==> config.mk <==
export PLATFORM = sky130hd
export DESIGN_NAME = fsdm_addsub
export DESIGN_NICKNAME = d
export VERILOG_FILES = /design/src/hw/rtl/fsdm_pkg.sv /design/src/hw/rtl/fsdm_addsub.sv
export SDC_FILE = /design/constraint.sdc
export NUM_CORES = 1
export LEC_CHECK = 0
export BUFFER_PORTS_ARGS = -buffer_cell sky130_fd_sc_hd__buf_2
export CAP_MARGIN = 20
export CORE_MARGIN = 1.5
export CORE_UTILIZATION = 55
export DETAILED_ROUTE_END_ITERATION = 6
export GPL_ROUTABILITY_DRIVEN = 1
export PLACE_DENSITY = 0.76
export REMOVE_ABC_BUFFERS = 1
export SLEW_MARGIN = 20
export SYNTH_ARGS = -nofsm -noshare
export SYNTH_HDL_FRONTEND = slang
export SYNTH_SLANG_ARGS = --single-unit
==> constraint.sdc <==
create_clock -name clk_i -period 4.93 [get_ports clk_i]
set_clock_uncertainty 0.2 [all_clocks]
set_input_delay 0.493 -clock clk_i [delete_from_list [all_inputs] [get_ports clk_i]]
set_output_delay 0.493 -clock clk_i [all_outputs]
set_load 0.05 [all_outputs]
==> src/hw/rtl/fsdm_pkg.sv <==
// shared types, constants and helpers of the binary32 sub/div/min/max unit
package fsdm_pkg;

  typedef enum logic [2:0] {
    OP_SUB  = 3'd0,
    OP_DIV  = 3'd1,
    OP_MAX  = 3'd2,
    OP_MIN  = 3'd3,
    OP_PASS = 3'd4
  } op_e;

  localparam logic [31:0] QUIET_BIT   = 32'h0040_0000;
  localparam logic [31:0] DEFAULT_NAN = 32'hFFC0_0000;
  localparam logic [31:0] MINMAX_NAN  = 32'h7FC0_0000;

  localparam int unsigned DIV_STEPS = 28;
  localparam int unsigned ADD_LAT   = 3;
  localparam int unsigned DIV_LAT   = DIV_STEPS + 2;
  localparam int unsigned ALIGN_LAT = DIV_LAT - ADD_LAT;

  // item bookkeeping that travels unchanged down the pipe
  typedef struct packed {
    logic        last;
    logic        is_div;
    logic        spec;
    logic [31:0] spec_val;
  } hdr_t;

  // operands after classification, larger magnitude in x for subtraction
  typedef struct packed {
    hdr_t        hdr;
    logic        sign;
    logic        eff_sub;
    logic [7:0]  ex;
    logic [23:0] mx;
    logic [7:0]  ey;
    logic [23:0] my;
  } front_t;

  // unrounded result: value = m / 2^27 * 2^(e - 127), leading one at bit 27
  typedef struct packed {
    hdr_t        hdr;
    logic        sign;
    logic        zero;
    logic [10:0] e;
    logic [27:0] m;
    logic        sticky;
  } rnd_t;

  function automatic logic [4:0] lzc28(input logic [27:0] v);
    logic [4:0] n;
    n = 5'd28;
    for (int i = 0; i < 28; i++) begin
      if (v[i]) n = 5'(27 - i);
    end
    return n;
  endfunction

endpackage

==> src/hw/rtl/fsdm_addsub.sv <==
// three-stage magnitude add/subtract: align, add, normalize
module fsdm_addsub (
  input  logic             clk_i,
  input  logic             rst_ni,
  input  logic             en_i,
  input  logic             valid_i,
  input  fsdm_pkg::front_t item_i,
  output logic             valid_o,
  output fsdm_pkg::rnd_t   item_o
);
  import fsdm_pkg::*;

  logic [2:0] valid_q;

  // align stage
  logic [7:0]  d;
  logic [4:0]  dc;
  logic [53:0] wide;
  hdr_t        hdr1_q;
  logic        sign1_q, sub1_q;
  logic [7:0]  ex1_q;
  logic [26:0] mx1_q, my1_q;

  always_comb begin
    d    = item_i.ex - item_i.ey;
    dc   = (d > 8'd27) ? 5'd27 : d[4:0];
    wide = {item_i.my, 3'b000, 27'd0} >> dc;
  end

  // add stage
  logic [27:0] sum;
  hdr_t        hdr2_q;
  logic        sign2_q, sub2_q;
  logic [7:0]  ex2_q;
  logic [27:0] sum2_q;

  always_comb begin
    if (sub1_q) sum = {1'b0, mx1_q} - {1'b0, my1_q};
    else        sum = {1'b0, mx1_q} + {1'b0, my1_q};
  end

  // normalize stage
  logic [4:0] lz;
  rnd_t       rnd_d, rnd_q;

  always_comb begin
    lz              = lzc28(sum2_q);
    rnd_d.hdr       = hdr2_q;
    rnd_d.zero      = (sum2_q == 28'd0);
    // exact cancellation rounds to +0
    rnd_d.sign      = rnd_d.zero ? (sign2_q & ~sub2_q) : sign2_q;
    rnd_d.e         = {3'b000, ex2_q} + 11'd1 - {6'd0, lz};
    rnd_d.m         = sum2_q << lz;
    rnd_d.sticky    = 1'b0;
  end

  always_ff @(posedge clk_i or negedge rst_ni) begin
    if (!rst_ni) begin
      valid_q <= '0;
    end else if (en_i) begin
      valid_q <= {valid_q[1:0], valid_i};
    end
  end

  always_ff @(posedge clk_i) begin
    if (en_i) begin
      hdr1_q  <= item_i.hdr;
      sign1_q <= item_i.sign;
      sub1_q  <= item_i.eff_sub;
      ex1_q   <= item_i.ex;
      mx1_q   <= {item_i.mx, 3'b000};
      my1_q   <= {wide[53:28], wide[27] | (|wide[26:0])};
      hdr2_q  <= hdr1_q;
      sign2_q <= sign1_q;
      sub2_q  <= sub1_q;
      ex2_q   <= ex1_q;
      sum2_q  <= sum;
      rnd_q   <= rnd_d;
    end
  end

  assign valid_o = valid_q[2];
  assign item_o  = rnd_q;

endmodule

==> impl_metrics.tcl <==
set metrics [dict create \
    synth-async-reset-ratio 0.0121 \
    worstSetupPathType "input port to register" \
    coreArea_sq_um 25200 \
    clock-sinks 247 \
    synthTopCellsByCount "244 x edfxtp_1, 128 x nor2_1, 103 x nand2_1, 83 x inv_1, 81 x a21oi_1" \
    drt-pass1-iter-count 7 \
    finalSetupTns_ns 0 \
    vias 11000 \
    rrSetupSlack_ns 0.81 \
    cp.required_ns 4.99 \
    clk_latency_ns 0.53 \
    drtIter0Drc 983 \
    synth_flop_cell "edfxtp_1" \
    placementRows 58 \
    drc 1 \
    place.gp.congestion 0.956 \
    synth_cell_types 87 \
    cp-start-kind "input port" \
    io_pins 183 \
    fin_area_sq_um 17100 \
    powerDensity_nw_per_um2 387 \
    area_growth_pct 20.8 \
    ys_seq_elements 247 \
    yosysSeqAreaShare 0.524 \
    port_buffers 181 \
    p_leak_nw 7.09 \
    antenna_found_initial 0 \
    slew_headroom 0.401 \
    cts_buffer_depth 3 \
    final_max_slew_viol_count 0 \
    die_area_sq_um 26700 \
    post_drt_wl_per_cell_microns 18.6 \
    yosys-top-cells-area "edfxtp_1 52%, ha_1 6.2%, mux2i_1 5.7%" \
    dieHeight_microns 163 \
    drive_gt1_frac 0.190 \
    gr-total-overflow 0 \
    setup-violations-final 0 \
    grt_pass1_vias 10700 \
    vias_per_cell 5.81 \
    grt_pass1_wl_microns 54700 \
    syn_area_sq_um 14100 \
    path_clk_slew_ns 0.06 \
    antenna_left 0 \
    dp.final_hpwl_microns 25600 \
    cp.buffers_inverters 5 \
    critical_path.top_delay_family "compound AO/OA/AOI/OAI gates" \
    diodes 0 \
    grt_start_max_net_pins 104 \
    numCtsBuffers 25 \
    clock-root-buffer "clkbuf_16" \
    synth-edff-count 244 \
    arrival_ns 4.79 \
    status "finished with violations" \
    slowest_delay_ns 0.55 \
    fmax_mhz 211 \
    synth_top_area_frac 0.518 \
    fillers 1919 \
    wirelength_microns 35200 \
    cts_tree "yes" \
    maxCapViolCount 0 \
    nNetsFinal 1720 \
    power_mw 6.61 \
    grt_usage 0.260 \
    holdCritPathClass "input port to asynchronous set/reset pin" \
    syn_avg_cell_area_sq_um 11.0 \
    path_cells "dlygate4sd3_1 > buf_2 > inv_1 > ha_1 > inv_1 > fa_1 > xor2_1 > a31o_2 > nor3_2 > buf_4 > a32o_1 > a221oi_2 > o22ai_1 > nor4_1 > nand4_1 > o41ai_1 > nand4_1" \
    cp_max_fo 19 \
    synthCells 1280 \
    endpoint_kind "register" \
    violations "DRC" \
    tightest_slew_ns 0.896 \
    ys_warn_count 0 \
    period_needed_ns 4.73 \
    yosysMostFrequentCell "edfxtp_1" \
    placed_cell_area_sq_um 15500 \
    start_util 0.561 \
    cts_htree_levels 1 \
    finalHoldViolCount 0 \
    rsz0062_at_grt "no" \
    synth_top_area_cell "edfxtp_1" \
    fp.dieW_microns 163 \
    vdd_ir_drop_max_mv 0.452 \
    slowest_stage "xor2_1" \
    period_share 0.960 \
]
-- stage by stage --
stage,instances,utilization,setup WS [ns],hold WS [ns]
finish,1891,0.678,0.199,0.0986
global route,1891,0.678,0.0122,0.0994
floorplan,1225,-,-0.656,-0.00259
CTS,1890,0.677,0.187,0.0661
detailed placement,1773,0.617,0.191,0.0888
global placement,1773,0.617,0.355,0.0886
-- layout by cell type, fill, tap and decap left out, types with 8 or more instances in the layout --
cell and n:
o31ai_1 12, nor4_1 10, and2_1 11, inv_1 83, nand3_1 17, nor2b_1 9
nor2_1 128, a21oi_1 80, nand2_1 103, edfxtp_1 244, buf_4 36, a211oi_1 12
xor2_1 15, dlygate4sd3_1 71, mux2i_1 80, a21o_1 15, o22ai_1 17, o221ai_1 9
o21bai_1 10, clkbuf_16 25, nand4_1 8, and3_1 9, ha_1 70, o21ai_0 70
a31oi_1 8, nand2b_1 10, mux2_2 11, xnor2_1 21, nor3_1 27, o211ai_1 9
clkbuf_1 8, buf_2 180
-- state kept, by name (all words and copies together), names as in the netlist, 3 cells and up --
name	cells
item_o	75
hdr1_q	35
hdr2_q	35
sum2_q	28
my1_q	27
mx1_q	24
ex1_q	8
ex2_q	8
valid_q	3
-- cell type report --
cell class | instances | area, sq um | area share
sequential | 247 | 7400 | 0.434
timing repair buffer | 290 | 1940 | 0.113
multi-input combinational | 891 | 6200 | 0.363
inverter | 87 | 327 | 0.0191
clock inverter | 12 | 124 | 0.00726
clock buffer | 34 | 669 | 0.0392
tap | 330 | 413 | 0.0242
-- logic make-up after synthesis --
group | synth area share
buffers and inverters | 0.0392
DFF | 0.524
and+or+nand+nor | 0.116
other | 0.000265
adders and majority gates | 0.0662
xor gates and xnor gates | 0.0266
muxes | 0.0670
AOI/OAI and AO/OA | 0.161
-- where the power goes --
part	switching [mW]	internal [mW]	total (mW)	leakage, nW
logic	1.33	0.718	2.04	4.28
registers	0.121	2.62	2.74	2.42
clock network	0.765	1.06	1.83	0.387
-- per-layer routing --
metal,global-route usage,routed length [microns],up-vias
li1,-,-,5310
met1,0.331,14900,5164
met2,0.451,17100,433
met3,0.0376,2040,87
met4,0.0922,1130,0
met5,0,0,-
-- timing repair --
item,4_1_cts,5_1_grt
setup buffers,0,1
endpoints found under the setup margin,0,1
resized for setup,0,3
endpoints found under the hold margin,73,0
hold buffers,71,0
-- final timing paths --
check	startpoint	endpoint	cells past startpoint
worst max-delay path	item_i[56]	my1_q[0]	17
worst min-delay path	rst_ni	valid_q[1]	2
worst max register to register	mx1_q[3]	sum2_q[25]	16
worst min register to register	hdr2_q[12]	item_o[54]	0
max in group asynchronous	rst_ni	valid_q[0]	2
min in group clk_i	hdr2_q[12]	item_o[54]	0
No activity file was read; power rests on OpenSTA's default activity.
