### config.mk
export PLATFORM = sky130hd
export DESIGN_NAME = fsdm_divider
export DESIGN_NICKNAME = d
export VERILOG_FILES = /design/src/hw/rtl/fsdm_pkg.sv /design/src/hw/rtl/fsdm_divider.sv
export SDC_FILE = /design/constraint.sdc
export NUM_CORES = 2
export LEC_CHECK = 0
export BUFFER_PORTS_ARGS = -buffer_cell sky130_fd_sc_hd__buf_4
export CAP_MARGIN = 10
export CORE_MARGIN = 10
export CORE_UTILIZATION = 65
export DETAILED_ROUTE_END_ITERATION = 6
export PLACE_DENSITY = 0.88
export SYNTH_ARGS = -nofsm -noshare
export SYNTH_HDL_FRONTEND = slang
export SYNTH_SLANG_ARGS = --single-unit
### constraint.sdc
create_clock -name clk_i -period 6.5 [get_ports clk_i]
set_input_delay 1.95 -clock clk_i [delete_from_list [all_inputs] [get_ports clk_i]]
set_output_delay 1.95 -clock clk_i [all_outputs]
set_load 0.05 [all_outputs]
### src/hw/rtl/fsdm_pkg.sv
// shared types, constants and helpers of the binary32 sub/div/min/max unit
package fsdm_pkg;

  typedef enum logic [2:0] {
    OP_SUB  = 3'd0,
    OP_DIV  = 3'd1,
    OP_MAX  = 3'd2,
    OP_MIN  = 3'd3,
    OP_PASS = 3'd4
  } op_e;

  localparam logic [31:0] QUIET_BIT   = 32'h0040_0000;
  localparam logic [31:0] DEFAULT_NAN = 32'hFFC0_0000;
  localparam logic [31:0] MINMAX_NAN  = 32'h7FC0_0000;

  localparam int unsigned DIV_STEPS = 28;
  localparam int unsigned ADD_LAT   = 3;
  localparam int unsigned DIV_LAT   = DIV_STEPS + 2;
  localparam int unsigned ALIGN_LAT = DIV_LAT - ADD_LAT;

  // item bookkeeping that travels unchanged down the pipe
  typedef struct packed {
    logic        last;
    logic        is_div;
    logic        spec;
    logic [31:0] spec_val;
  } hdr_t;

  // operands after classification, larger magnitude in x for subtraction
  typedef struct packed {
    hdr_t        hdr;
    logic        sign;
    logic        eff_sub;
    logic [7:0]  ex;
    logic [23:0] mx;
    logic [7:0]  ey;
    logic [23:0] my;
  } front_t;

  // unrounded result: value = m / 2^27 * 2^(e - 127), leading one at bit 27
  typedef struct packed {
    hdr_t        hdr;
    logic        sign;
    logic        zero;
    logic [10:0] e;
    logic [27:0] m;
    logic        sticky;
  } rnd_t;

  function automatic logic [4:0] lzc28(input logic [27:0] v);
    logic [4:0] n;
    n = 5'd28;
    for (int i = 0; i < 28; i++) begin
      if (v[i]) n = 5'(27 - i);
    end
    return n;
  endfunction

endpackage

### src/hw/rtl/fsdm_divider.sv
// pipelined restoring divider, one quotient bit per stage
module fsdm_divider (
  input  logic             clk_i,
  input  logic             rst_ni,
  input  logic             en_i,
  input  logic             valid_i,
  input  fsdm_pkg::front_t item_i,
  output logic             valid_o,
  output fsdm_pkg::rnd_t   item_o
);
  import fsdm_pkg::*;

  typedef struct packed {
    hdr_t        hdr;
    logic        sign;
    logic [10:0] e;
    logic [24:0] rem;
    logic [23:0] mb;
    logic [27:0] q;
  } div_stage_t;

  div_stage_t st_q [DIV_STEPS+1];
  logic       v_q  [DIV_STEPS+1];

  // normalize both mantissas so subnormals divide like normals
  logic [4:0]  lza, lzb;
  div_stage_t  st0_d;

  always_comb begin
    lza        = lzc28({item_i.mx, 4'hF});
    lzb        = lzc28({item_i.my, 4'hF});
    st0_d.hdr  = item_i.hdr;
    st0_d.sign = item_i.sign;
    st0_d.e    = {3'b000, item_i.ex} - {6'd0, lza} - {3'b000, item_i.ey}
                 + {6'd0, lzb} + 11'd127;
    st0_d.rem  = {1'b0, item_i.mx << lza};
    st0_d.mb   = item_i.my << lzb;
    st0_d.q    = '0;
  end

  always_ff @(posedge clk_i or negedge rst_ni) begin
    if (!rst_ni) begin
      v_q[0] <= 1'b0;
    end else if (en_i) begin
      v_q[0] <= valid_i;
    end
  end

  always_ff @(posedge clk_i) begin
    if (en_i) begin
      st_q[0] <= st0_d;
    end
  end

  for (genvar k = 0; k < DIV_STEPS; k++) begin : g_step
    logic        ge;
    logic [24:0] nrem;
    div_stage_t  nxt;

    always_comb begin
      ge       = st_q[k].rem >= {1'b0, st_q[k].mb};
      nrem     = ge ? (st_q[k].rem - {1'b0, st_q[k].mb}) : st_q[k].rem;
      nxt      = st_q[k];
      nxt.rem  = {nrem[23:0], 1'b0};
      nxt.q    = {st_q[k].q[26:0], ge};
    end

    always_ff @(posedge clk_i or negedge rst_ni) begin
      if (!rst_ni) begin
        v_q[k+1] <= 1'b0;
      end else if (en_i) begin
        v_q[k+1] <= v_q[k];
      end
    end

    always_ff @(posedge clk_i) begin
      if (en_i) begin
        st_q[k+1] <= nxt;
      end
    end
  end

  // quotient lies in (0.5, 2): at most one left shift
  div_stage_t last_st;
  rnd_t       rnd_d, rnd_q;
  logic       vout_q;

  always_comb begin
    last_st      = st_q[DIV_STEPS];
    rnd_d.hdr    = last_st.hdr;
    rnd_d.sign   = last_st.sign;
    rnd_d.zero   = 1'b0;
    rnd_d.sticky = (last_st.rem != 25'd0);
    if (last_st.q[27]) begin
      rnd_d.m = last_st.q;
      rnd_d.e = last_st.e;
    end else begin
      rnd_d.m = {last_st.q[26:0], 1'b0};
      rnd_d.e = last_st.e - 11'd1;
    end
  end

  always_ff @(posedge clk_i or negedge rst_ni) begin
    if (!rst_ni) begin
      vout_q <= 1'b0;
    end else if (en_i) begin
      vout_q <= v_q[DIV_STEPS];
    end
  end

  always_ff @(posedge clk_i) begin
    if (en_i) begin
      rnd_q <= rnd_d;
    end
  end

  assign valid_o = vout_q;
  assign item_o  = rnd_q;

endmodule

==> flow_metrics.py <==
metrics = {
    "grt": {
        "grt_max_degree": 196,
        "grt_pass1_wl_microns": 472000,
        "overflow": 0,
        "antenna_found_initial": 12,
        "grtUsageTotal_pct": 25.2,
        "grt_pass1_vias": 83500,
    },
    "clock_tree": {
        "cts_resized": 0,
        "cts_root_buf": "clkbuf_16",
        "ctsHoldBuffers": 0,
        "cts_max_level": 5,
        "cts-buffers-inserted": 331,
        "clk_pin_slew_worst_paths_ns": 0.06,
        "clock_sinks": 3243,
        "cts_buffer_depth": 4,
        "cts_tree": "done",
        "cts_setup_buffers": 0,
        "clk_latency_ns": 0.95,
    },
    "placement": {
        "postPlaceCellArea_sq_mm": 0.147,
        "dpl.cell_count": 12800,
        "io_buffer_count": 180,
        "gp_congestion": 0.983,
        "dp_hpwl_microns": 202000,
    },
    "finish": {
        "final_cells": 13400,
        "area_growth_pct": 11.4,
        "post-route-util_pct": 72.8,
        "postLayoutCellArea_sq_mm": 0.158,
        "layout_common_cells": "edfxtp_1, inv_1, ha_1",
        "final_common_cell": "edfxtp_1",
        "drive_above_1_share_pct": 11.8,
        "layout.nets": 11100,
        "fill_cells": 12600,
    },
    "sta": {
        "max_freq_mhz": 188,
        "grt_setup_unrepaired": "false",
        "slew_viol_final": 0,
        "setup_tns_ns": 0,
        "period_share_pct": 82.0,
        "finalCriticalPeriod_ns": 5.33,
        "worstMarginPinSlew_ns": 1.09,
        "hold_violations": 0,
        "slew_headroom_pct": 27.4,
        "finalClockSkew_ns": 0.0513,
        "setup_viol": 0,
    },
    "logic_synthesis": {
        "syn_nets": 10600,
        "synth_warnings": 0,
        "ys_ff_latch": 3243,
        "async_flop_share_pct": 0.925,
        "post_synth_instance_area_sq_mm": 0.142,
        "synth-edff-count": 3213,
        "synth_flop_cell": "edfxtp_1",
        "synth_cell_types": 96,
        "syn_avg_cell_area_sq_um": 14.5,
        "synthCells": 9807,
        "yosysSeqAreaShare_pct": 68.5,
    },
    "worst_setup_path": {
        "worstPathArrival_ns": 6.10,
        "critPathMaxStageDelay_ns": 0.46,
        "startpoint_type": "input port",
        "required_ns": 7.27,
        "crit_slowest_cell": "fa_1",
        "path_common_cell": "a21oi_1",
        "r2r_setup_slack_ns": 1.95,
        "cp_max_fo": 6,
        "crit_type": "in2reg",
        "cp-end-kind": "flip-flop",
        "reg2reg_from": "st_q[6][153]",
        "r2r_end": "st_q[6][307]",
        "crit_family": "compound AO/OA/AOI/OAI gates",
        "cp_cell_sequence": "buf_4 > o31ai_1 > a211oi_1 > o31ai_1 > a21oi_1 > nor2_1 > inv_1 > ha_1 > nor2b_1 > o21ai_0 > nand2b_1 > xor2_1 > fa_1 > ha_1 > a21oi_1 > o21bai_1 > a21oi_1 > o21bai_1 > a21oi_1 > inv_1 > a21oi_1",
        "reg2reg_depth": 12,
        "path_buf_inv": 3,
    },
    "floorplan": {
        "core_sq_mm": 0.217,
        "ios": 183,
        "die-area_sq_mm": 0.237,
        "placementRows": 171,
        "start_util_pct": 65.3,
        "dieWidth_microns": 487,
        "die_h_microns": 487,
    },
    "detailed_routing": {
        "routedWlPerCell_microns": 22.9,
        "drc_errors": 1,
        "drtIter0Drc": 9002,
        "drtAntennaViolNets": 0,
        "drtPass1Iterations": 7,
        "wl_microns": 306000,
        "num_vias": 82900,
        "viasPerCell": 6.19,
    },
    "run_status": {
        "outcome": "finished with violations",
        "violations": "DRC",
    },
    "flow_run": {
        "max_cap_viol_count": 0,
    },
    "power_and_ir_drop": {
        "power_per_cell_area_mw_per_mm2": 468,
        "p_leak_nw": 61.4,
        "ir_drop_v": 0.000374,
    },
    "worst_hold_path": {
        "min_from": "st_q[1][450]",
        "hold_path_class": "reg2reg",
        "whs_path_depth": 0,
        "hold_end": "st_q[2][78]",
    },
}
-- area by class of cell --
class | instances | area (sq um) | share of cell area (%)
Sequential cell | 3243 | 97200 | 61.5
Antenna cell | 3 | 7.51 | 0.00475
Tap cell | 2854 | 3570 | 2.26
Clock buffer | 381 | 8620 | 5.46
Clock inverter | 187 | 1970 | 1.25
Multi-Input combinational cell | 5513 | 40600 | 25.7
Timing Repair Buffer | 302 | 2550 | 1.61
Inverter | 915 | 3430 | 2.17
-- cell families (layout without fill, tap and decap cells) --
kind of cell             count (synthesis)  in the layout  share of synthesized area, %
multiplexers                           448            448                          3.66
other                                    1              4                       0.00264
flip-flops                            3243           3243                          68.5
buffers and inverters                 1051           1785                          2.89
adder cells (fa/ha/maj)                726            726                          6.59
XOR/XNOR                               550            550                          3.40
AO/OA/AOI/OAI                         1994           1994                          8.92
AND/OR/NAND/NOR                       1794           1794                          6.01
-- worst max path at each step --
stage / start / slack, ns / to / depth (start not counted)
final: item_i[35] / 1.17 / st_q[0][87] / 21
after global routing: item_i[33] / 0.75 / st_q[0][87] / 22
after CTS: item_i[33] / 1.26 / st_q[0][87] / 22
after detailed placement: item_i[33] / 0.34 / st_q[0][87] / 22
after global placement: item_i[35] / 0.24 / st_q[0][87] / 21
after floorplan: item_i[35] / 0.73 / st_q[0][85] / 20
-- report_power, final --
| part | switching [mW] | internal (mW) | leakage (nW) | total, mW |
|---|---|---|---|---|
| combinational | 14.4 | 10.6 | 24.5 | 25.1 |
| clock | 7.71 | 11.0 | 5.14 | 18.7 |
| sequential | 2.06 | 28.1 | 31.8 | 30.1 |
| total | 24.2 | 49.7 | 61.4 | 74.0 |
-- synthesized netlist by cell type, types with 65 or more instances --
cell type | number | area (sq um)
nand3_1 | 118 | 591
xnor2_1 | 336 | 2940
clkbuf_1 | 65 | 244
mux2i_1 | 90 | 901
and3_1 | 68 | 425
o21bai_1 | 93 | 698
nor3_1 | 115 | 576
a21o_1 | 224 | 1680
nor2_1 | 517 | 1940
nand4_1 | 106 | 663
inv_1 | 911 | 3420
edfxtp_1 | 3213 | 96500
nand2b_1 | 110 | 688
xor2_1 | 214 | 1870
o21ai_0 | 400 | 2000
o21a_1 | 88 | 661
mux2_2 | 279 | 3140
nor2b_1 | 76 | 475
nand2_1 | 482 | 1810
a211oi_1 | 84 | 631
mux2_4 | 68 | 1020
ha_1 | 691 | 8650
a21oi_1 | 680 | 3400
-- layer usage --
| metal | vias to the layer above | share of wire [%] | GRT usage [%] | routed length, microns |
|---|---|---|---|---|
| li1 | 37600 | - | - | - |
| met1 | 40300 | 39 | 32.1 | 118000 |
| met2 | 4017 | 50 | 43.6 | 154000 |
| met3 | 1012 | 6.8 | 3.85 | 20900 |
| met4 | 2 | 4.4 | 9.99 | 13500 |
| met5 | - | 0.0075 | 0 | 23 |
-- per-stage QoR --
stage               setup slack [ns]  hold slack [ns]  total power [mW]
floorplan                      0.726            0.400              47.7
global placement               0.244            0.400              52.7
detailed placement             0.338            0.405              54.2
CTS                             1.26            0.377              73.7
global route                   0.753            0.390              77.3
finish                          1.17            0.383              74.0
-- registers in the layout, indices dropped and copies added (netlist names) --
name / count
item_o: 76
st_q: 3137
valid_o: 1
v_q: 29
(Power assumes the default switching activity.)
